===== config.mk =====
export PLATFORM = sky130hd
export DESIGN_NAME = turbine_pitch_power_regulator_flat
export DESIGN_NICKNAME = d
export VERILOG_FILES = /design/src/rtl/core/tppr_pkg.sv /design/src/rtl/core/tppr_req_if.sv /design/src/rtl/core/tppr_rsp_if.sv /design/src/rtl/core/tppr_csr_if.sv /design/src/rtl/core/tppr_csr_regs.sv /design/src/rtl/core/turbine_pitch_power_regulator.sv /design/src/flat_wrapper.sv
export SDC_FILE = /design/constraint.sdc
export NUM_CORES = 1
export LEC_CHECK = 0
export CORE_UTILIZATION = 45
export CTS_BUF_LIST = sky130_fd_sc_hd__clkbuf_8 sky130_fd_sc_hd__clkbuf_16
export DETAILED_ROUTE_END_ITERATION = 10
export DONT_BUFFER_PORTS = 1
export GPL_TIMING_DRIVEN = 0
export PLACE_DENSITY = 0.57
export RECOVER_POWER = 50
export SYNTH_ARGS = -nofsm -noshare
export SYNTH_HDL_FRONTEND = slang
export SYNTH_SLANG_ARGS = --single-unit

===== constraint.sdc =====
create_clock -name clock -period 15.4 [get_ports clock]
set_input_delay 2.31 -clock clock [delete_from_list [all_inputs] [get_ports clock]]
set_output_delay 2.31 -clock clock [all_outputs]
set_load 0.01 [all_outputs]

===== src/rtl/core/tppr_pkg.sv =====
`timescale 1ns / 1ps
`default_nettype none
// ----------------------------------------------------------------------------
// Turbine pitch regulator package
// Shared types, register codes and reset values of the pitch and power
// regulator.
// ----------------------------------------------------------------------------
package tppr_pkg;

   // Operating modes, encoded as reported in mode_now.
   typedef enum logic [2:0] {
      MODE_START  = 3'd0,
      MODE_NORMAL = 3'd1,
      MODE_REG    = 3'd2,
      MODE_STOP   = 3'd3,
      MODE_DISC   = 3'd4
   } mode_type;

   // Event report codes.
   localparam logic [1:0] REPORT_ONLINE  = 2'd0;
   localparam logic [1:0] REPORT_STOP    = 2'd1;
   localparam logic [1:0] REPORT_RELEASE = 2'd2;

   // Serial command that requests a load disconnect ('D').
   localparam logic [7:0] CMD_DISCONNECT = 8'd68;

   // Power error width and its saturation value.
   localparam int ERR_W = 20;
   localparam logic [ERR_W-1:0] ERR_MAX = {ERR_W{1'b1}};

   // Configuration port geometry.
   localparam int CSR_INDEX_W = 3;
   localparam int CSR_DATA_W  = 20;

   // Register indexes.
   localparam logic [CSR_INDEX_W-1:0] CSR_START_VOLTAGE = 3'd0;
   localparam logic [CSR_INDEX_W-1:0] CSR_TARGET_POWER  = 3'd1;
   localparam logic [CSR_INDEX_W-1:0] CSR_POWER_BAND    = 3'd2;
   localparam logic [CSR_INDEX_W-1:0] CSR_PITCH_STEP    = 3'd3;
   localparam logic [CSR_INDEX_W-1:0] CSR_NORMAL_PITCH  = 3'd4;
   localparam logic [CSR_INDEX_W-1:0] CSR_CUT_IN_PITCH  = 3'd5;
   localparam logic [CSR_INDEX_W-1:0] CSR_MIN_PITCH     = 3'd6;
   localparam logic [CSR_INDEX_W-1:0] CSR_MAX_PITCH     = 3'd7;

   // Register reset values.
   localparam logic [9:0]       RST_START_VOLTAGE = 10'd48;
   localparam logic [ERR_W-1:0] RST_TARGET_POWER  = 20'd13256;
   localparam logic [ERR_W-1:0] RST_POWER_BAND    = 20'd279;
   localparam logic [5:0]       RST_PITCH_STEP    = 6'd3;
   localparam logic [7:0]       RST_NORMAL_PITCH  = 8'd90;
   localparam logic [7:0]       RST_CUT_IN_PITCH  = 8'd50;
   localparam logic [7:0]       RST_MIN_PITCH     = 8'd50;
   localparam logic [7:0]       RST_MAX_PITCH     = 8'd140;

   // Reset value of the regulated pitch.
   localparam logic [7:0] RST_REGULATED_PITCH = 8'd90;

   // Configuration register contents.
   typedef struct packed {
      logic [9:0]       start_voltage_counts;
      logic [ERR_W-1:0] target_power;
      logic [ERR_W-1:0] power_band;
      logic [5:0]       pitch_step;
      logic [7:0]       normal_pitch;
      logic [7:0]       cut_in_pitch;
      logic [7:0]       min_pitch;
      logic [7:0]       max_pitch;
   } cfg_type;

endpackage
`default_nettype wire


===== src/rtl/core/tppr_req_if.sv =====
`timescale 1ns / 1ps
`default_nettype none
// ----------------------------------------------------------------------------
// Request channel
// Carries one control tick word: ADC sample, stop level and command byte.
// ----------------------------------------------------------------------------
interface tppr_req_if #(
   parameter int SAMPLE_BITS = 10
);
   logic                   valid;
   logic                   ready;
   logic [SAMPLE_BITS-1:0] current_sample;
   logic                   stop_released;
   logic                   cmd_valid;
   logic [7:0]             cmd_byte;

   modport source (
      output valid, current_sample, stop_released, cmd_valid, cmd_byte,
      input  ready
   );
   modport sink (
      input  valid, current_sample, stop_released, cmd_valid, cmd_byte,
      output ready
   );
endinterface
`default_nettype wire


===== src/rtl/core/tppr_rsp_if.sv =====
`timescale 1ns / 1ps
`default_nettype none
// ----------------------------------------------------------------------------
// Response channel
// Carries one result word: pitch command, relay state, event report, mode.
// ----------------------------------------------------------------------------
interface tppr_rsp_if;
   logic       valid;
   logic       ready;
   logic [7:0] pitch_command;
   logic       relay_open;
   logic       report_valid;
   logic [1:0] report_code;
   logic [2:0] mode_now;

   modport source (
      output valid, pitch_command, relay_open, report_valid, report_code, mode_now,
      input  ready
   );
   modport sink (
      input  valid, pitch_command, relay_open, report_valid, report_code, mode_now,
      output ready
   );
endinterface
`default_nettype wire


===== src/rtl/core/tppr_csr_if.sv =====
`timescale 1ns / 1ps
`default_nettype none
// ----------------------------------------------------------------------------
// Configuration write channel
// Carries a register index and the data word to write there.
// ----------------------------------------------------------------------------
interface tppr_csr_if;
   logic                             valid;
   logic                             ready;
   logic [tppr_pkg::CSR_INDEX_W-1:0] index;
   logic [tppr_pkg::CSR_DATA_W-1:0]  data;

   modport source (
      output valid, index, data,
      input  ready
   );
   modport sink (
      input  valid, index, data,
      output ready
   );
endinterface
`default_nettype wire


===== src/rtl/core/tppr_csr_regs.sv =====
`timescale 1ns / 1ps
`default_nettype none
// ----------------------------------------------------------------------------
// Regulator configuration registers
// Takes writes from the configuration channel and holds the eight control
// registers, each truncated to its own width.
// ----------------------------------------------------------------------------
module tppr_csr_regs (
   input  wire logic        clock,
   input  wire logic        reset,
   tppr_csr_if.sink         csr_ch,
   output tppr_pkg::cfg_type cfg
);

   tppr_pkg::cfg_type cfg_ff;
   tppr_pkg::cfg_type cfg_in;
   logic              write_en;

   // Writes are always taken.
   assign csr_ch.ready = 1'b1;
   assign write_en     = csr_ch.valid;

   // Decode the index and update the addressed register.
   always_comb begin
      cfg_in = cfg_ff;
      if (write_en) begin
         case (csr_ch.index)
            tppr_pkg::CSR_START_VOLTAGE: cfg_in.start_voltage_counts = csr_ch.data[9:0];
            tppr_pkg::CSR_TARGET_POWER:  cfg_in.target_power = csr_ch.data[19:0];
            tppr_pkg::CSR_POWER_BAND:    cfg_in.power_band   = csr_ch.data[19:0];
            tppr_pkg::CSR_PITCH_STEP:    cfg_in.pitch_step   = csr_ch.data[5:0];
            tppr_pkg::CSR_NORMAL_PITCH:  cfg_in.normal_pitch = csr_ch.data[7:0];
            tppr_pkg::CSR_CUT_IN_PITCH:  cfg_in.cut_in_pitch = csr_ch.data[7:0];
            tppr_pkg::CSR_MIN_PITCH:     cfg_in.min_pitch    = csr_ch.data[7:0];
            tppr_pkg::CSR_MAX_PITCH:     cfg_in.max_pitch    = csr_ch.data[7:0];
            default: cfg_in = cfg_ff;
         endcase
      end
   end

   // Register bank with its reset values.
   always_ff @(posedge clock) begin
      if (reset) begin
         cfg_ff.start_voltage_counts <= tppr_pkg::RST_START_VOLTAGE;
         cfg_ff.target_power         <= tppr_pkg::RST_TARGET_POWER;
         cfg_ff.power_band           <= tppr_pkg::RST_POWER_BAND;
         cfg_ff.pitch_step           <= tppr_pkg::RST_PITCH_STEP;
         cfg_ff.normal_pitch         <= tppr_pkg::RST_NORMAL_PITCH;
         cfg_ff.cut_in_pitch         <= tppr_pkg::RST_CUT_IN_PITCH;
         cfg_ff.min_pitch            <= tppr_pkg::RST_MIN_PITCH;
         cfg_ff.max_pitch            <= tppr_pkg::RST_MAX_PITCH;
      end else begin
         cfg_ff <= cfg_in;
      end
   end

   assign cfg = cfg_ff;

endmodule
`default_nettype wire


===== src/rtl/core/turbine_pitch_power_regulator.sv =====
`timescale 1ns / 1ps
`default_nettype none
// ----------------------------------------------------------------------------
// Turbine pitch and power regulator
// Five-mode turbine controller with perturb-and-observe pitch regulation.
// ----------------------------------------------------------------------------
// Each request word is one control tick: an ADC current sample, the stop
// button level and an optional serial command byte. Each tick produces
// exactly one response word with the pitch command, the relay state, an
// optional event report and the mode after the tick.
// The squared sample is the power; one multiplier and the mode logic sit
// between the request port and the response register, so a response is
// valid in the cycle after its request is accepted. A new request is taken
// every cycle, also while the previous response is being taken.
// When the receiver stalls, the response register holds its word and the
// request side stalls only while that register is full and not taken.
// Configuration writes are taken in any cycle and are meant for idle
// periods. Reset (synchronous) restores the register defaults, puts the
// controller in start-up with the relay open and empties the response
// register.
// ----------------------------------------------------------------------------
module turbine_pitch_power_regulator #(
   parameter int SAMPLE_BITS = 10
) (
   input  wire logic clock,
   input  wire logic reset,
   tppr_req_if.sink   req_ch,
   tppr_rsp_if.source rsp_ch,
   tppr_csr_if.sink   csr_ch
);

   localparam int PowerW = 2 * SAMPLE_BITS;
   localparam int CmpW   = ((PowerW > tppr_pkg::ERR_W + 1) ? PowerW : tppr_pkg::ERR_W + 1) + 1;

   tppr_pkg::cfg_type cfg;

   // Controller state.
   tppr_pkg::mode_type          mode_ff, mode_in;
   logic                        observe_ff, observe_in;
   logic [7:0]                  reg_pitch_ff, reg_pitch_in;
   logic                        step_up_ff, step_up_in;
   logic [tppr_pkg::ERR_W-1:0]  saved_err_ff, saved_err_in;
   logic                        relay_ff, relay_in;

   // Response register.
   logic       rsp_valid_ff;
   logic [7:0] pitch_ff, pitch_in;
   logic       report_valid_ff, report_valid_in;
   logic [1:0] report_code_ff, report_code_in;

   logic                       accept;
   logic [SAMPLE_BITS-1:0]     sample;
   logic [PowerW-1:0]          power;
   logic [CmpW-1:0]            power_ext;
   logic [CmpW-1:0]            target_ext;
   logic [CmpW-1:0]            upper_limit;
   logic [CmpW-1:0]            diff;
   logic [tppr_pkg::ERR_W-1:0] err;
   logic                       start_reached;
   logic [8:0]                 down_floor;
   logic [8:0]                 up_sum;
   logic                       down_ok;
   logic                       up_ok;

   tppr_csr_regs u_csr_regs (
      .clock  (clock),
      .reset  (reset),
      .csr_ch (csr_ch),
      .cfg    (cfg)
   );

   // Handshake: take a word when the response register is free or drains.
   assign req_ch.ready = !rsp_valid_ff || rsp_ch.ready;
   assign accept       = req_ch.valid && req_ch.ready;

   // Power, saturated error and threshold compares.
   assign sample      = req_ch.current_sample;
   assign power       = PowerW'(sample) * PowerW'(sample);
   assign power_ext   = CmpW'(power);
   assign target_ext  = CmpW'(cfg.target_power);
   assign upper_limit = target_ext + CmpW'(cfg.power_band);
   assign diff        = (power_ext > target_ext) ? (power_ext - target_ext)
                                                 : (target_ext - power_ext);
   assign err         = (diff > CmpW'(tppr_pkg::ERR_MAX)) ? tppr_pkg::ERR_MAX
                                                          : diff[tppr_pkg::ERR_W-1:0];
   assign start_reached = CmpW'(sample) >= CmpW'(cfg.start_voltage_counts);

   // Pitch step limits for the perturb tick.
   assign down_floor = {1'b0, cfg.min_pitch} + 9'(cfg.pitch_step);
   assign up_sum     = {1'b0, reg_pitch_ff} + 9'(cfg.pitch_step);
   assign down_ok    = !step_up_ff && ({1'b0, reg_pitch_ff} >= down_floor);
   assign up_ok      = step_up_ff && (up_sum <= {1'b0, cfg.max_pitch});

   // Mode sequencing and result for the current word.
   always_comb begin
      mode_in         = mode_ff;
      observe_in      = observe_ff;
      reg_pitch_in    = reg_pitch_ff;
      step_up_in      = step_up_ff;
      saved_err_in    = saved_err_ff;
      relay_in        = relay_ff;
      pitch_in        = cfg.max_pitch;
      report_valid_in = 1'b0;
      report_code_in  = tppr_pkg::REPORT_ONLINE;
      case (mode_ff)
         tppr_pkg::MODE_START: begin
            pitch_in = cfg.cut_in_pitch;
            relay_in = 1'b1;
            if (start_reached) begin
               relay_in        = 1'b0;
               report_valid_in = 1'b1;
               report_code_in  = tppr_pkg::REPORT_ONLINE;
               mode_in         = tppr_pkg::MODE_NORMAL;
            end
         end
         tppr_pkg::MODE_NORMAL: begin
            pitch_in = cfg.normal_pitch;
            // Stop wins over disconnect, disconnect over regulation.
            if (!req_ch.stop_released) begin
               mode_in         = tppr_pkg::MODE_STOP;
               report_valid_in = 1'b1;
               report_code_in  = tppr_pkg::REPORT_STOP;
               relay_in        = 1'b1;
               pitch_in        = cfg.max_pitch;
            end else if (req_ch.cmd_valid && req_ch.cmd_byte == tppr_pkg::CMD_DISCONNECT) begin
               mode_in  = tppr_pkg::MODE_DISC;
               relay_in = 1'b1;
               pitch_in = cfg.max_pitch;
            end else if (power_ext > upper_limit) begin
               mode_in = tppr_pkg::MODE_REG;
            end
         end
         tppr_pkg::MODE_REG: begin
            if (!observe_ff) begin
               // Perturb tick: above the band, step and remember the error.
               if (err > cfg.power_band) begin
                  if (down_ok) begin
                     reg_pitch_in = reg_pitch_ff - 8'(cfg.pitch_step);
                  end else if (up_ok) begin
                     reg_pitch_in = up_sum[7:0];
                  end
                  saved_err_in = err;
                  observe_in   = 1'b1;
               end else if (reg_pitch_ff == cfg.normal_pitch) begin
                  mode_in = tppr_pkg::MODE_NORMAL;
               end
            end else begin
               // Observe tick: reverse when the error grew.
               if (err > saved_err_ff) begin
                  step_up_in = !step_up_ff;
               end
               observe_in = 1'b0;
               if (reg_pitch_ff == cfg.normal_pitch) begin
                  mode_in = tppr_pkg::MODE_NORMAL;
               end
            end
            pitch_in = reg_pitch_in;
         end
         tppr_pkg::MODE_STOP: begin
            pitch_in = cfg.max_pitch;
            relay_in = 1'b1;
            if (req_ch.stop_released) begin
               report_valid_in = 1'b1;
               report_code_in  = tppr_pkg::REPORT_RELEASE;
               pitch_in        = cfg.cut_in_pitch;
               mode_in         = tppr_pkg::MODE_START;
            end
         end
         default: begin
            mode_in  = tppr_pkg::MODE_DISC;
            pitch_in = cfg.max_pitch;
            relay_in = 1'b1;
         end
      endcase
   end

   // Controller state register, advanced once per accepted word.
   always_ff @(posedge clock) begin
      if (reset) begin
         mode_ff      <= tppr_pkg::MODE_START;
         observe_ff   <= 1'b0;
         reg_pitch_ff <= tppr_pkg::RST_REGULATED_PITCH;
         step_up_ff   <= 1'b1;
         saved_err_ff <= '0;
         relay_ff     <= 1'b1;
      end else if (accept) begin
         mode_ff      <= mode_in;
         observe_ff   <= observe_in;
         reg_pitch_ff <= reg_pitch_in;
         step_up_ff   <= step_up_in;
         saved_err_ff <= saved_err_in;
         relay_ff     <= relay_in;
      end
   end

   // Response valid flag.
   always_ff @(posedge clock) begin
      if (reset) begin
         rsp_valid_ff <= 1'b0;
      end else if (accept) begin
         rsp_valid_ff <= 1'b1;
      end else if (rsp_ch.ready) begin
         rsp_valid_ff <= 1'b0;
      end
   end

   // Response payload; the relay and mode fields come from the state register.
   always_ff @(posedge clock) begin
      if (accept) begin
         pitch_ff        <= pitch_in;
         report_valid_ff <= report_valid_in;
         report_code_ff  <= report_code_in;
      end
   end

   assign rsp_ch.valid         = rsp_valid_ff;
   assign rsp_ch.pitch_command = pitch_ff;
   assign rsp_ch.relay_open    = relay_ff;
   assign rsp_ch.report_valid  = report_valid_ff;
   assign rsp_ch.report_code   = report_code_ff;
   assign rsp_ch.mode_now      = mode_ff;

`ifndef SYNTH
   // The observe phase exists only while regulating.
   a_observe_in_reg : assert property (@(posedge clock) disable iff (reset)
      observe_ff |-> (mode_ff == tppr_pkg::MODE_REG))
      else $error("observe phase set outside regulate mode");

   // Stopped and disconnected modes always report an open relay.
   a_safe_relay : assert property (@(posedge clock) disable iff (reset)
      (rsp_valid_ff && (mode_ff == tppr_pkg::MODE_STOP || mode_ff == tppr_pkg::MODE_DISC))
      |-> relay_ff)
      else $error("relay closed in stop or disconnect mode");

   // An online report comes with a closed relay and normal mode.
   a_online_report : assert property (@(posedge clock) disable iff (reset)
      (rsp_valid_ff && report_valid_ff && report_code_ff == tppr_pkg::REPORT_ONLINE)
      |-> (!relay_ff && mode_ff == tppr_pkg::MODE_NORMAL))
      else $error("online report without closed relay in normal mode");
`endif

endmodule
`default_nettype wire


===== src/flat_wrapper.sv =====
// flat-port wrapper written by rule: the top's interface ports become plain ports
module turbine_pitch_power_regulator_flat 
#(
   parameter int SAMPLE_BITS = 10
)
  (clock, reset, req_ch_valid, req_ch_current_sample, req_ch_stop_released, req_ch_cmd_valid, req_ch_cmd_byte, req_ch_ready, rsp_ch_valid, rsp_ch_pitch_command, rsp_ch_relay_open, rsp_ch_report_valid, rsp_ch_report_code, rsp_ch_mode_now, rsp_ch_ready, csr_ch_valid, csr_ch_index, csr_ch_data, csr_ch_ready);
  tppr_req_if #(.SAMPLE_BITS(SAMPLE_BITS)) req_ch_i ();
  tppr_rsp_if rsp_ch_i ();
  tppr_csr_if csr_ch_i ();
  input  wire logic clock;
  input  wire logic reset;
  input wire logic [$bits(req_ch_i.valid)-1:0] req_ch_valid;
  input wire logic [$bits(req_ch_i.current_sample)-1:0] req_ch_current_sample;
  input wire logic [$bits(req_ch_i.stop_released)-1:0] req_ch_stop_released;
  input wire logic [$bits(req_ch_i.cmd_valid)-1:0] req_ch_cmd_valid;
  input wire logic [$bits(req_ch_i.cmd_byte)-1:0] req_ch_cmd_byte;
  output wire logic [$bits(req_ch_i.ready)-1:0] req_ch_ready;
  output wire logic [$bits(rsp_ch_i.valid)-1:0] rsp_ch_valid;
  output wire logic [$bits(rsp_ch_i.pitch_command)-1:0] rsp_ch_pitch_command;
  output wire logic [$bits(rsp_ch_i.relay_open)-1:0] rsp_ch_relay_open;
  output wire logic [$bits(rsp_ch_i.report_valid)-1:0] rsp_ch_report_valid;
  output wire logic [$bits(rsp_ch_i.report_code)-1:0] rsp_ch_report_code;
  output wire logic [$bits(rsp_ch_i.mode_now)-1:0] rsp_ch_mode_now;
  input wire logic [$bits(rsp_ch_i.ready)-1:0] rsp_ch_ready;
  input wire logic [$bits(csr_ch_i.valid)-1:0] csr_ch_valid;
  input wire logic [$bits(csr_ch_i.index)-1:0] csr_ch_index;
  input wire logic [$bits(csr_ch_i.data)-1:0] csr_ch_data;
  output wire logic [$bits(csr_ch_i.ready)-1:0] csr_ch_ready;
  assign req_ch_i.valid = req_ch_valid;
  assign req_ch_i.current_sample = req_ch_current_sample;
  assign req_ch_i.stop_released = req_ch_stop_released;
  assign req_ch_i.cmd_valid = req_ch_cmd_valid;
  assign req_ch_i.cmd_byte = req_ch_cmd_byte;
  assign req_ch_ready = req_ch_i.ready;
  assign rsp_ch_valid = rsp_ch_i.valid;
  assign rsp_ch_pitch_command = rsp_ch_i.pitch_command;
  assign rsp_ch_relay_open = rsp_ch_i.relay_open;
  assign rsp_ch_report_valid = rsp_ch_i.report_valid;
  assign rsp_ch_report_code = rsp_ch_i.report_code;
  assign rsp_ch_mode_now = rsp_ch_i.mode_now;
  assign rsp_ch_i.ready = rsp_ch_ready;
  assign csr_ch_i.valid = csr_ch_valid;
  assign csr_ch_i.index = csr_ch_index;
  assign csr_ch_i.data = csr_ch_data;
  assign csr_ch_ready = csr_ch_i.ready;
  turbine_pitch_power_regulator #(.SAMPLE_BITS(SAMPLE_BITS)) u_core (.clock(clock), .reset(reset), .req_ch(req_ch_i), .rsp_ch(rsp_ch_i), .csr_ch(csr_ch_i));
endmodule

After elaboration in Yosys (flattened, before gate mapping)
Cells that the tools add are included.

operators by class
  $add $sub $neg = 6
  $mul = 1
  magnitude comparators = 8
  eq/ne operators = 17
  mux-type cells = 34
  bitwise operators = 2
  reduce and logical (&&, ||, !) cells = 23

operator list
  cell                                                                     count
  20-bit > comparator                                                      3
  8-bit 2-to-1 mux                                                         7
  20-bit by 20-bit subtractor with 21-bit output                           2
  8-bit case mux with 4 select lines                                       1
  3-bit 2-to-1 mux                                                         8
  20-bit by 22-bit > comparator with 1-bit output                          1
  22-bit by 20-bit > comparator with 1-bit output (second input constant)  1
  22-bit 2-to-1 mux                                                        1
  20-bit by 20-bit adder with 21-bit output                                1
  10-bit by 10-bit multiplier with 20-bit output                           1
  20-bit 2-to-1 mux                                                        1
  8-bit by 6-bit adder with 9-bit output                                   2
  2-bit AND reduction                                                      9
  3-bit by 2-bit equality test with 1-bit output (second input constant)   4
  3-bit equality test (second input constant)                              4
  3-bit case mux with 4 select lines                                       1
  1-bit 2-to-1 mux                                                         11
  10-bit greater-or-equal comparator                                       1
  8-bit by 9-bit greater-or-equal comparator with 1-bit output             1
  9-bit by 8-bit less-or-equal comparator with 1-bit output                1
  8-bit by 7-bit equality test with 1-bit output (second input constant)   1
  8-bit equality test                                                      1
  4-bit AND reduction                                                      2
  8-bit by 6-bit subtractor with 8-bit output                              1
  other kinds (16)                                                         25

storage, ports and cells
  bits in registers = 134
  input bits = 48
  logic and storage cells = 109

Longest topological paths before layout
Gate-level depths: netlist of the first run.

  depth in word-level cells = 9
  gate-level depth with buffers = 44

By module
Synthesis of the first run repeated with hierarchy kept, for this count alone.

unflattened totals
  cells, all modules = 1736
  area, all modules = 14522.7 sq um

modules (own cells, without submodules)
  module                         instances  cells an instance  area an instance (sq um)  seq. area each (sq um)
  turbine_pitch_power_regulator  1          1401               10976.8                   1031.0
  tppr_csr_regs                  1          335                3545.9                    1761.7

Worst setup path before layout of the first run
Ideal clock, no wire load.

  kind = input-to-reg
  start point = in req_ch_current_sample[0]
  end point = reg u_core.saved_err_ff[18] in the netlist's numbering
  setup time = 88 ps
  data arrival time = 11656 ps
  path slack = 3656 ps
  stages = 39
  buffers on the path = 4
  cell sequence = clkbuf_1 nand2_1 fa_1 fa_1 inv_1 fa_1 fa_1 inv_1 fa_1 inv_1 ha_1 or3_1 or3_1 a41o_1 a221o_1 a21oi_1 xnor2_1 ha_1 [3 not listed] o22ai_2 nor2_1 a21o_1 buf_6 o41ai_2 xor2_1 nand2_1 ha_1 and4_1 nand4_1 or3_1 o21bai_1 o2111ai_1 nand2_1 nor2_1 clkbuf_1 nor2_1 a311oi_2

between the ends
  longest elaborated chain between the ends = 7
  elaborated cells on any way between the ends = 9
  classes of those cells = add/sub (2); mul (1); order compare (3); mux (2); reduce/logical (1)

ends and longest elaborated chain
  what                                                                    RTL line                              source
  from (decl)                                                             flat_wrapper.sv:13                    input wire logic [$bits(req_ch_i.current_sample)-1:0] req_ch_current_sample;
  10-bit by 10-bit multiplier with 20-bit output *                        turbine_pitch_power_regulator.sv:78   assign power = PowerW'(sample) * PowerW'(sample);
  20-bit by 20-bit subtractor with 21-bit output (tied with other cells)  turbine_pitch_power_regulator.sv:83   : (target_ext - power_ext);
  22-bit 2-to-1 mux *                                                     turbine_pitch_power_regulator.sv:82   assign diff = (power_ext > target_ext) ? (power_ext - target_ext)
  22-bit by 20-bit > comparator with 1-bit output                         turbine_pitch_power_regulator.sv:84   assign err = (diff > CmpW'(tppr_pkg::ERR_MAX)) ? tppr_pkg::ERR_MAX
  20-bit 2-to-1 mux *                                                     turbine_pitch_power_regulator.sv:84
  named net u_core.err, one bit                                           turbine_pitch_power_regulator.sv:58   logic [tppr_pkg::ERR_W-1:0] err;
  20-bit > comparator *                                                   turbine_pitch_power_regulator.sv:136  if (err > cfg.power_band) begin
  4-bit AND reduction (no source line) *                                  -
  to (signal assigned)                                                    turbine_pitch_power_regulator.sv:191  saved_err_ff <= saved_err_in;
  to (decl)                                                               turbine_pitch_power_regulator.sv:42   logic [tppr_pkg::ERR_W-1:0] saved_err_ff, saved_err_in;

Mark *: on every way through the listed nets, which the timed path passes. The rest lies on a longest branch.
A chain may end at the register's enable or synchronous reset.

Worst setup path after layout of the first run
  start point = in req_ch_current_sample[9]
  end point = reg u_core.saved_err_ff[11] in the netlist's numbering

The elaborated chain is that of the path after synthesis.

==> results of run 1 <==
-- cells by family after synthesis --
kind of cell / count (synthesis)
simple gates: 519
fa+ha+maj: 256
compound gates: 447
xor+xnor: 81
flops: 134
buf+inv: 291
other cells: 1
mux: 21
-- state kept, by name, indices dropped and copies added, names as in the netlist --
name and flops:
u_core.step_up_ff 1, u_core.rsp_ch.mode_now 3, u_core.u_csr_regs.cfg 88, u_core.rsp_ch.relay_open 1, u_core.rsp_ch.report_code 2, u_core.rsp_ch.pitch_command 8, u_core.saved_err_ff 20, u_core.reg_pitch_ff 8
u_core.observe_ff 1, u_core.rsp_ch.valid 1, u_core.rsp_ch.report_valid 1
-- worst max-delay path, delay by kind of cell --
| kind | cells | cell delay [ps] |
|---|---|---|
| AOI/OAI and AO/OA | 10 | 2390 |
| xor gates and xnor gates | 2 | 550 |
| adders and majority gates | 8 | 3500 |
| buffers and inverters | 7 | 1460 |
| and+or+nand+nor | 13 | 3450 |
-- cell usage after synthesis, types with 7 or more instances --
cell / count / share of area (%)
sky130_fd_sc_hd__a2111oi_0: 9 / 0.56
sky130_fd_sc_hd__a211o_1: 25 / 1.6
sky130_fd_sc_hd__a211oi_1: 13 / 0.70
sky130_fd_sc_hd__a21o_1: 54 / 2.9
sky130_fd_sc_hd__a21oi_1: 137 / 4.9
sky130_fd_sc_hd__a222oi_1: 8 / 0.57
sky130_fd_sc_hd__a311oi_1: 14 / 0.88
sky130_fd_sc_hd__a311oi_2: 8 / 0.86
sky130_fd_sc_hd__a31oi_1: 7 / 0.31
sky130_fd_sc_hd__and2_1: 32 / 1.4
sky130_fd_sc_hd__and3_1: 13 / 0.58
sky130_fd_sc_hd__buf_2: 9 / 0.32
sky130_fd_sc_hd__buf_4: 7 / 0.38
sky130_fd_sc_hd__clkbuf_1: 56 / 1.5
sky130_fd_sc_hd__dfxtp_1: 123 / 18
sky130_fd_sc_hd__edfxtp_1: 11 / 2.4
sky130_fd_sc_hd__fa_1: 48 / 6.9
sky130_fd_sc_hd__ha_1: 208 / 19
sky130_fd_sc_hd__inv_1: 210 / 5.6
sky130_fd_sc_hd__mux2i_1: 19 / 1.4
sky130_fd_sc_hd__nand2_1: 206 / 5.5
sky130_fd_sc_hd__nand2b_1: 20 / 0.89
sky130_fd_sc_hd__nand3_1: 20 / 0.72
sky130_fd_sc_hd__nand3b_1: 8 / 0.43
sky130_fd_sc_hd__nand4_1: 23 / 1.0
sky130_fd_sc_hd__nor2_1: 106 / 2.8
sky130_fd_sc_hd__nor2b_1: 28 / 1.3
sky130_fd_sc_hd__nor3_1: 25 / 0.89
sky130_fd_sc_hd__o21a_1: 20 / 1.1
sky130_fd_sc_hd__o21ai_0: 61 / 2.2
sky130_fd_sc_hd__o21bai_1: 11 / 0.59
sky130_fd_sc_hd__o31ai_1: 9 / 0.48
sky130_fd_sc_hd__or2_2: 7 / 0.31
sky130_fd_sc_hd__or3_1: 11 / 0.49
sky130_fd_sc_hd__xnor2_1: 53 / 3.3
sky130_fd_sc_hd__xor2_1: 28 / 1.8
-- metal layers --
metal  vias up  part of all wire (%)
met4         0                   2.9
met1      5870                    46
li1       6141                     -
met3        66                   6.2
met5         -                     0
met2       379                    45
-- worst max path at each step --
| stage | from | to | slack [ps] | depth (start not counted) |
|---|---|---|---|---|
| 2_1_floorplan | req_ch_current_sample[0] | u_core.saved_err_ff[18] | 3660 | 39 |
| 5_1_grt | req_ch_current_sample[9] | u_core.saved_err_ff[12] | 1460 | 40 |
| 3_5_place_dp | req_ch_current_sample[9] | u_core.saved_err_ff[15] | 1700 | 40 |
| 4_1_cts | req_ch_current_sample[9] | u_core.saved_err_ff[11] | 2140 | 40 |
| 3_3_place_gp | req_ch_current_sample[9] | u_core.saved_err_ff[18] | 1780 | 40 |
| 6_report | req_ch_current_sample[9] | u_core.saved_err_ff[11] | 2050 | 40 |
-- final cells by class --
type,count,area [µm²],area share [%]
multi-input combinational,1325,10100,66.7
sequential,134,2790,18.5
inverter,210,788,5.23
tap,396,495,3.29
clock buffer,17,425,2.82
buffer,81,363,2.41
clock inverter,15,150,0.996
-- per-stage QoR --
step | setup WS, ps | instance area, µm² | hold WS (ps)
after global routing | 1460 | 15100 | 480
after global placement | 1780 | 14500 | 446
after floorplan | 3660 | 14000 | 436
after CTS | 2140 | 15100 | 457
final | 2050 | 15100 | 457
after detailed placement | 1700 | 14500 | 448
==> results.rst, run 1 <==
.. list-table::
   :header-rows: 1

   * - Metric
     - Value
   * - Number of buffers inserted by hold repair at cts
     - 0
   * - Basic-gate share of the synthesized area counting and, or, nand and nor cells
     - 17.6%
   * - Weighted congestion reported at the end of routability-driven placement
     - 0.963
   * - Proportion of synthesized flip-flops having asynchronous set or reset
     - 0%
   * - Pin count of the biggest net entering global routing
     - 17
   * - Most common cell after layout, fill and taps aside
     - sky130_fd_sc_hd__inv_1
   * - Commonest cells after routing, fill and taps aside
     - sky130_fd_sc_hd__inv_1 (211), sky130_fd_sc_hd__ha_1 (208), sky130_fd_sc_hd__nand2_1 (206)
   * - Worst setup EP type
     - flip-flop
   * - Tightest slew margin relative to the limit
     - 37.9%
   * - Data required time of the critical path
     - 15730 ps
   * - Distinct cells, synth
     - 82
   * - Reg2reg end
     - u_core.saved_err_ff[11]
   * - Tot GR Track Use
     - 27.5%
   * - Slowest CP cell
     - sky130_fd_sc_hd__or4_1
   * - Global-route congestion overflow total
     - 0
   * - Post-synth net total
     - 2054
   * - Min-Delay Path Class
     - flip-flop to flip-flop
   * - Die X-Extent
     - 178 µm
   * - Biggest fanout along the worst timing path
     - 10
   * - Count of vias placed by the detailed router
     - 12456
   * - Total I/O pin count
     - 66
   * - Root Driver
     - sky130_fd_sc_hd__clkbuf_16
   * - Total instance count after detailed placement
     - 2146
   * - Worst-path clk slew
     - 60 ps
   * - Met2 layer usage reported by global route
     - 44.9%
   * - Gr busiest metal
     - met2
   * - Number of detailed-routing iterations run before antenna repair
     - 6
   * - Met1 capacity usage during global routing
     - 36.4%
   * - Cell seen most often among critical-path stages
     - sky130_fd_sc_hd__fa_1
   * - Min-Delay Endpoint
     - u_core.u_csr_regs.cfg[85]
   * - Final cell utilization of the core
     - 49.3%
   * - Multiplexer share of the synthesized area
     - 1.52%
   * - M3 GR Usage
     - 5.14%
   * - Initial antenna violation count
     - 0
   * - Ant. Diodes
     - 0
   * - Setup violations, final
     - 0
   * - Cell Area, Synth
     - 14000 µm²
   * - Die area
     - 31800 µm²
   * - Core outline area
     - 30600 µm²
   * - Total DRC errors in the routed layout
     - 0
   * - Drt initial violations
     - 913
   * - Non-filler instance count after layout
     - 2178
   * - Number of buffer cells added on primary ports
     - 0
   * - CTS tree
     - built
   * - Total of flip-flops plus latches after synthesis
     - 134
   * - RSZ-0062 raised after global routing
     - no
   * - Classification of the worst setup path
     - input port to flip-flop
   * - Minimum clock period after layout
     - 13350 ps
   * - DPL Wire Length
     - 35200 µm
   * - Final TNS setup
     - 0 ps
   * - Fraction of the mapped netlist area in compound gates
     - 22.1%
   * - Vertical die dimension
     - 178 µm
   * - Count of nets left with antenna violations after detail routing
     - 0
   * - Buffers from clock root to sink, at most
     - 2
   * - Fillers
     - 3128
   * - Count of final max-slew check failures
     - 0
   * - R2r worst-path depth
     - 24
   * - Max H-tree Level
     - 4
   * - Main combinational cell family by area after synthesis
     - adder cells
   * - Final Cycle Share
     - 86.7%
   * - Seq/Total Area, Yosys
     - 19.9%
   * - Insertion delay of the later-clocked pin in the worst-skew pair
     - 430 ps
   * - Clock buffer count from CTS
     - 17
   * - Site row count
     - 64
   * - Via count of the first global-routing pass
     - 11795
   * - Depth of the worst hold-timing path
     - 2
   * - Max Cap Viol
     - 0
   * - Critical register-to-register path startpoint
     - u_core.u_csr_regs.cfg[71]
   * - Setup crit start kind
     - input port
   * - Longest individual stage delay on the worst path
     - 570 ps
   * - Share of post-route cells with drive strength above 1
     - 4.77%
   * - Result of the run
     - complete, no violations
   * - Starting Density
     - 45.8%
   * - Fraction of the mapped netlist area in adder cells
     - 25.5%
   * - Area Overhead vs Synth
     - 7.65%
   * - Worst-Margin Slew
     - 928 ps
   * - Data arrival time at the worst-slack endpoint
     - 13680 ps
   * - Top_reg_cell synth
     - sky130_fd_sc_hd__dfxtp_1
   * - Yosys synthesis warning count
     - 0
   * - Avg Cell Area, Syn
     - 8.00 µm²
   * - Final #Nets
     - 2073
   * - Highest clock rate
     - 74.9 MHz
   * - Post-detailed-route wirelength per cell
     - 19.7 µm
   * - Routed WL
     - 42800 µm
   * - Clk sinks
     - 134
   * - Cell count after synthesis
     - 1750
   * - Post-synth EDFFs
     - 11
   * - Min-delay src
     - u_core.u_csr_regs.cfg[85]
   * - Final Skew
     - 9.60 ps
   * - Final hold viol count
     - 0
   * - Reg2Reg Setup Slack
     - 8810 ps
   * - Detail-routed via count per cell
     - 5.72
   * - Post-cts repair resize count
     - 0
   * - Wire length of the first global-routing pass
     - 66100 µm
   * - Xor and xnor fraction of the mapped netlist area
     - 5.07%
   * - Buffer count from post-CTS setup fixing
     - 0
Power of run 1 is left out: the tool's default activity adds up to more than one toggle a clock period on the data nets, which glitch-free logic cannot reach.
==> run 2, diff against run 1 <==
--- a/config.mk
+++ b/config.mk
@@ -10,7 +10,7 @@
 export DETAILED_ROUTE_END_ITERATION = 10
 export DONT_BUFFER_PORTS = 1
 export GPL_TIMING_DRIVEN = 0
-export PLACE_DENSITY = 0.57
+export PLACE_DENSITY = 0.58
 export RECOVER_POWER = 50
 export SYNTH_ARGS = -nofsm -noshare
 export SYNTH_HDL_FRONTEND = slang
==> run 2 against run 1 <==
  * Sequential share of layout area down 0.078 points
  * Clock-buffer cell count unchanged
  * Clock skew about the same
  * First-iteration DRC count is 33% higher
  * Global-route usage grew 0.70 points
  * Cell area rose by 0.42%
  * Worst hold slack got worse by 3.6 ps
  * Critical endpoint is now u_core.saved_err_ff[18]
  * Register-to-register slack better by 30 ps
  * Routed wire length is 2.8% higher
==> results.rst, run 2 (synthesis gave the netlist of run 1 again) <==
.. list-table::
   :header-rows: 1

   * - Metric
     - Value
   * - Result of the run
     - complete, no violations
   * - Max H-tree Level
     - 4 (unchanged)
   * - Worst-Margin Slew
     - 761 ps (-167 ps)
   * - Final #Nets
     - 2073 (unchanged)
   * - Buffers from clock root to sink, at most
     - 2 (unchanged)
   * - Share of post-route cells with drive strength above 1
     - 4.83% (+0.056 points)
   * - Slowest CP cell
     - sky130_fd_sc_hd__fa_1
   * - Final TNS setup
     - 0 ps (unchanged)
   * - Commonest cells after routing, fill and taps aside
     - sky130_fd_sc_hd__inv_1 (210), sky130_fd_sc_hd__ha_1 (208), sky130_fd_sc_hd__nand2_1 (206)
   * - Final hold viol count
     - 0 (unchanged)
   * - Final worst setup slack
     - 2220 ps (+168 ps)
   * - Area Overhead vs Synth
     - 8.11%
   * - Via count of the first global-routing pass
     - 11528 (-2.3%)
   * - Total I/O pin count
     - 66 (unchanged)
   * - Biggest fanout along the worst timing path
     - 10 (unchanged)
   * - Cell seen most often among critical-path stages
     - sky130_fd_sc_hd__fa_1
   * - Die area
     - 31800 µm² (unchanged)
   * - Minimum clock period after layout
     - 13180 ps (-168 ps)
   * - Global-route congestion overflow total
     - 0 (unchanged)
   * - Longest individual stage delay on the worst path
     - 540 ps (-30 ps)
   * - Ant. Diodes
     - 0 (unchanged)
   * - CP startpoint
     - req_ch_current_sample[9]
   * - Count of vias placed by the detailed router
     - 12498 (+0.34%)
   * - Count of final max-slew check failures
     - 0 (unchanged)
   * - Detail-routed via count per cell
     - 5.74 (+0.34%)
   * - Max Cap Viol
     - 0 (unchanged)
   * - Starting Density
     - 45.8% (unchanged)
   * - Number of detailed-routing iterations run before antenna repair
     - 7 (+1)
   * - Clock buffer count from CTS
     - 17 (unchanged)
   * - Site row count
     - 64 (unchanged)
   * - Total area of sequential cells
     - 2790 µm² (unchanged)
   * - Worst setup EP type
     - flip-flop
   * - Data arrival time at the worst-slack endpoint
     - 13530 ps (-150 ps)
   * - Footprint of the multi-input gates
     - 10100 µm² (unchanged)
   * - Placement-stage worst setup slack
     - 1850 ps (+146 ps)
   * - Worst-path clk slew
     - 60 ps (about the same)
   * - Wire length of the first global-routing pass
     - 67100 µm (+1.5%)
   * - Classification of the worst setup path
     - input port to flip-flop
   * - Die X-Extent
     - 178 µm (unchanged)
   * - Number of buffer cells added on primary ports
     - 0 (unchanged)
   * - Max reg flops
     - 88 (unchanged)
   * - Initial antenna violation count
     - 2 (+2)
   * - Setup crit start kind
     - input port
   * - Tot GR Track Use
     - 28.2% (+0.70 points)
   * - Pin count of the biggest net entering global routing
     - 17 (unchanged)
   * - Total DRC errors in the routed layout
     - 0 (unchanged)
   * - Min-Delay Path Class
     - flip-flop to flip-flop
   * - Post-cts repair resize count
     - 0 (unchanged)
   * - Most common cell after layout, fill and taps aside
     - sky130_fd_sc_hd__inv_1
   * - Insertion delay of the later-clocked pin in the worst-skew pair
     - 440 ps (about the same)
   * - Fillers
     - 3086 (-1.3%)
   * - Min-delay src
     - u_core.u_csr_regs.cfg[87]
   * - Tightest slew margin relative to the limit
     - 48.8% (+11 points)
   * - Core outline area
     - 30600 µm² (unchanged)
   * - Final Cycle Share
     - 85.6% (-1.1 points)
   * - Weighted congestion reported at the end of routability-driven placement
     - 0.969 (+0.60%)
   * - Setup violations, final
     - 0 (unchanged)
   * - Vertical die dimension
     - 178 µm (unchanged)
   * - Drt initial violations
     - 1213 (+33%)
   * - Final Skew
     - 9.15 ps (-0.449 ps)
   * - Critical register-to-register path startpoint
     - u_core.u_csr_regs.cfg[73]
   * - Routed WL
     - 44000 µm (+2.8%)
   * - Post-detailed-route wirelength per cell
     - 20.2 µm (+2.8%)
   * - DPL Wire Length
     - 36100 µm (+2.4%)
   * - Count of nets left with antenna violations after detail routing
     - 0 (unchanged)
   * - Highest clock rate
     - 75.9 MHz (+1.3%)
   * - CTS tree
     - built
   * - RSZ-0062 raised after global routing
     - no
   * - Clk sinks
     - 134 (unchanged)
   * - Data required time of the critical path
     - 15750 ps (+20 ps)
   * - Root Driver
     - sky130_fd_sc_hd__clkbuf_16
   * - Buffer count from post-CTS setup fixing
     - 0 (unchanged)
   * - Number of buffers inserted by hold repair at cts
     - 0 (unchanged)
==> run 2: cell types whose count changed in the layout (fill, tap and decap cells not counted) <==
cell                         before  now
sky130_fd_sc_hd__inv_8            0    1
sky130_fd_sc_hd__inv_6            3    5
sky130_fd_sc_hd__bufinv_16        2    4
sky130_fd_sc_hd__clkinvlp_4       2    1
sky130_fd_sc_hd__inv_4            2    0
sky130_fd_sc_hd__inv_1          211  210
sky130_fd_sc_hd__clkinv_2         3    1
sky130_fd_sc_hd__clkinv_4         2    3
==> run 2: routing by layer <==
| layer | GRT usage (%) | share of wire (%) | wire [µm] | up-vias |
|---|---|---|---|---|
| met5 | 0 | 0.025 | 11 | - |
| met4 | 9.46 | 2.9 | 1290 | 2 |
| met3 | 5.54 | 6.5 | 2870 | 69 |
| met2 | 42.9 | 43 | 19000 | 368 |
| met1 | 39.5 | 47 | 20800 | 5936 |
| li1 | - | - | - | 6123 |
==> run 2: final cells by class <==
type	count	share of cell area, %
inverters	210	5.21
clock inverters	15	1.41
flip-flops and latches	134	18.5
clock buffers	17	2.81
plain buffers	81	2.40
multi-input cells	1325	66.4
well taps	396	3.27
==> run 2: critical path, delay by kind of cell <==
kind            cells  cell delay, ps
buf+inv             7            1530
compound gates      9            2160
xor+xnor            2             550
fa+ha+maj           8            3510
simple gates       13            3400
==> run 2: final timing paths <==
path                            slack [ps]  depth (start not counted)                        end
worst min register to register         450                          2  u_core.u_csr_regs.cfg[87]
worst min-delay path                   450                          2  u_core.u_csr_regs.cfg[87]
worst max register to register        8840                         23    u_core.saved_err_ff[18]
worst max-delay path                  2220                         39    u_core.saved_err_ff[18]
==> run 2: stage by stage <==
step	cell area (µm²)	hold WS [ps]	util (%)	cells
3_5_place_dp	14500	448	47.4	2146
4_1_cts	15100	457	49.5	2178
5_1_grt	15100	476	49.5	2178
2_1_floorplan	14000	436	-	1750
6_report	15100	453	49.5	2178
3_3_place_gp	14500	446	47.4	2146
Power of run 2 is left out for the same reason.
==> run 3, diff against run 2 <==
--- a/config.mk
+++ b/config.mk
@@ -5,6 +5,7 @@
 export SDC_FILE = /design/constraint.sdc
 export NUM_CORES = 1
 export LEC_CHECK = 0
+export CORE_ASPECT_RATIO = 2
 export CORE_UTILIZATION = 45
 export CTS_BUF_LIST = sky130_fd_sc_hd__clkbuf_8 sky130_fd_sc_hd__clkbuf_16
 export DETAILED_ROUTE_END_ITERATION = 10
==> run 3 against run 2 <==
  * Routed wire length increased by 6.7%
  * Register-to-register slack got worse by 410 ps
  * Clock-buffer cell count increased by 2
  * Cell area decreased by 0.56%
  * Maximum frequency decreased by 3.7%
  * Utilization decreased by 0.52 points
  * Cell count decreased by 1.1%
  * Worst setup slack got worse by 510 ps
  * Non-clock buffer count unchanged
  * Sequential cell count unchanged
  * Largest cell class unchanged
  * Highest routed layer is now met4
==> results.rst, run 3 (synthesis gave the netlist of run 1 again) <==
.. list-table::
   :header-rows: 1

   * - Metric
     - Value
   * - Result of the run
     - complete, no violations
   * - Min-delay src
     - u_core.u_csr_regs.cfg[81]
   * - Post-detailed-route wirelength per cell
     - 21.8 µm (+7.9%)
   * - Classification of the worst setup path
     - input port to flip-flop
   * - Total area of sequential cells
     - 2790 µm² (unchanged)
   * - Number of buffer cells added on primary ports
     - 0 (unchanged)
   * - Amount of wire on met3 after detailed routing
     - 1300 µm (-55%)
   * - Drt initial violations
     - 545 (-55%)
   * - Core outline area
     - 30700 µm² (+0.50%)
   * - Slowest CP cell
     - sky130_fd_sc_hd__clkbuf_1
   * - RSZ-0062 raised after global routing
     - no
   * - Root Driver
     - sky130_fd_sc_hd__clkbuf_16
   * - Final Cycle Share
     - 88.9% (+3.3 points)
   * - Worst setup EP type
     - flip-flop
   * - Final Skew
     - 16.9 ps (+7.78 ps)
   * - Share of post-route cells with drive strength above 1
     - 4.77% (-0.056 points)
   * - Min-Delay Path Class
     - flip-flop to flip-flop
   * - Reg2reg end
     - u_core.saved_err_ff[18]
   * - Count of vias placed by the detailed router
     - 12620 (+0.98%)
   * - Clock buffer count from CTS
     - 17 (unchanged)
   * - Worst-path clk slew
     - 70 ps (about the same)
   * - Insertion delay of the later-clocked pin in the worst-skew pair
     - 440 ps (about the same)
   * - Site row count
     - 91 (+42%)
   * - Die X-Extent
     - 127 µm (-29%)
   * - Post-cts repair resize count
     - 0 (unchanged)
   * - Total I/O pin count
     - 66 (unchanged)
   * - Min-Delay Endpoint
     - u_core.u_csr_regs.cfg[81]
   * - Setup crit start kind
     - input port
   * - Global-route congestion overflow total
     - 0 (unchanged)
   * - Biggest fanout along the worst timing path
     - 10 (unchanged)
   * - Most common cell after layout, fill and taps aside
     - sky130_fd_sc_hd__inv_1
   * - CTS tree
     - built
   * - Initial antenna violation count
     - 0 (-2)
   * - Commonest cells after routing, fill and taps aside
     - sky130_fd_sc_hd__inv_1 (211), sky130_fd_sc_hd__ha_1 (208), sky130_fd_sc_hd__nand2_1 (206)
   * - Buffers from clock root to sink, at most
     - 2 (unchanged)
   * - Max reg flops
     - 88 (unchanged)
   * - Number of buffers inserted by hold repair at cts
     - 0 (unchanged)
   * - Cell seen most often among critical-path stages
     - sky130_fd_sc_hd__fa_1
   * - Max H-tree Level
     - 4 (unchanged)
   * - Setup violations, final
     - 0 (unchanged)
   * - Routed WL
     - 46900 µm (+6.7%)
   * - Total DRC errors in the routed layout
     - 0 (unchanged)
   * - Footprint of the multi-input gates
     - 10100 µm² (unchanged)
   * - Buffer count from post-CTS setup fixing
     - 0 (unchanged)
   * - Reg2Reg Setup Slack
     - 8430 ps (-410 ps)
   * - Routed length on met1
     - 14900 µm (-28%)
   * - Met2 wire len
     - 26700 µm (+40%)
   * - Tot GR Track Use
     - 30.0% (+1.8 points)
   * - Crit path buffers/inverters
     - 7 (unchanged)
   * - Top Metal Used
     - met4
   * - DPL Wire Length
     - 39300 µm (+8.9%)
   * - R2r worst-path depth
     - 23 (unchanged)
   * - Vertical die dimension
     - 251 µm (+41%)
   * - Ant. Diodes
     - 0 (unchanged)
   * - Area Overhead vs Synth
     - 7.50%
   * - Die area
     - 31900 µm² (+0.13%)
   * - Count of nets left with antenna violations after detail routing
     - 0 (unchanged)
   * - Number of detailed-routing iterations run before antenna repair
     - 7 (unchanged)
   * - Final #Nets
     - 2073 (unchanged)
   * - Detail-routed via count per cell
     - 5.86 (+2.1%)
   * - Critical register-to-register path startpoint
     - u_core.u_csr_regs.cfg[67]
   * - Pin count of the biggest net entering global routing
     - 17 (unchanged)
   * - Via count of the first global-routing pass
     - 13054 (+13%)
   * - Weighted congestion reported at the end of routability-driven placement
     - 0.917 (-5.4%)
   * - Final TNS setup
     - 0 ps (unchanged)
   * - Tightest slew margin relative to the limit
     - 38.6% (-10 points)
   * - Minimum clock period after layout
     - 13690 ps (+507 ps)
   * - Starting Density
     - 45.5% (-0.23 points)
   * - Wire length of the first global-routing pass
     - 71100 µm (+6.0%)
   * - Depth of the worst hold-timing path
     - 2 (unchanged)
   * - Clk sinks
     - 134 (unchanged)
   * - Highest clock rate
     - 73.0 MHz (-3.7%)
   * - Data arrival time at the worst-slack endpoint
     - 14040 ps (+510 ps)
   * - Longest individual stage delay on the worst path
     - 600 ps (+60 ps)
   * - Worst-Margin Slew
     - 921 ps (+160 ps)
   * - Fillers
     - 3078 (-0.26%)
   * - Final hold viol count
     - 0 (unchanged)
   * - Count of final max-slew check failures
     - 0 (unchanged)
   * - Max Cap Viol
     - 0 (unchanged)
   * - Delay-heaviest family, CP
     - simple AND/OR/NAND/NOR gates
   * - Data required time of the critical path
     - 15750 ps (about the same)
-- run 3: cell types whose count changed in the layout (fill, tap and decap cells not counted) --
| cell | delta |
|---|---|
| sky130_fd_sc_hd__inv_4 | +1 |
| sky130_fd_sc_hd__clkinvlp_4 | +1 |
| sky130_fd_sc_hd__inv_6 | -1 |
| sky130_fd_sc_hd__clkinv_2 | -1 |
| sky130_fd_sc_hd__inv_8 | +1 |
| sky130_fd_sc_hd__bufinv_16 | -4 |
| sky130_fd_sc_hd__inv_1 | +1 |
| sky130_fd_sc_hd__clkbuf_16 | +2 |
-- run 3: cell type report --
cell class	count	share of cell area, %
multi-input cells	1325	66.8
flip-flops and latches	134	18.6
plain buffers	81	2.41
clock buffers	19	3.16
clock inverters	13	0.723
inverters	210	5.24
well taps	372	3.09
-- run 3: worst max-delay path by stage --
stage,slack [ps],end,start,depth (start not counted)
final,1710,u_core.saved_err_ff[18],req_ch_current_sample[9],39
after global routing,1160,u_core.saved_err_ff[16],req_ch_current_sample[9],41
after CTS,1590,u_core.saved_err_ff[18],req_ch_current_sample[9],39
after detailed placement,1180,u_core.saved_err_ff[18],req_ch_current_sample[9],39
after global placement,1220,u_core.saved_err_ff[18],req_ch_current_sample[9],39
after floorplan,3660,u_core.saved_err_ff[18],req_ch_current_sample[0],39
-- run 3: worst reg2reg max path: cells and delay by family (launching register included) --
kind,cells,cell delay [ps]
adder cells (fa/ha/maj),2,570
buffers and inverters,4,1310
AND/OR/NAND/NOR,10,2880
AO/OA/AOI/OAI,6,1430
flip-flops,1,370
XOR/XNOR,1,320
-- run 3: through the flow --
stage | cell area [µm²] | utilization (%) | worst slack (ps) | cells | hold slack [ps]
3_3_place_gp | 14500 | 47.0 | 1220 | 2122 | 445
6_report | 15000 | 48.9 | 1710 | 2154 | 454
5_1_grt | 15000 | 48.9 | 1160 | 2154 | 485
3_5_place_dp | 14500 | 47.0 | 1180 | 2122 | 448
2_1_floorplan | 14000 | - | 3660 | 1750 | 436
4_1_cts | 15000 | 48.9 | 1590 | 2154 | 457
-- run 3: metal layers --
metal / GRT usage, % / vias up
li1: - / 6146
met1: 25.3 / 5987
met2: 61.9 / 316
met3: 2.95 / 171
met4: 23.1 / 0
met5: 0 / -
Power of run 3 is left out for the same reason.
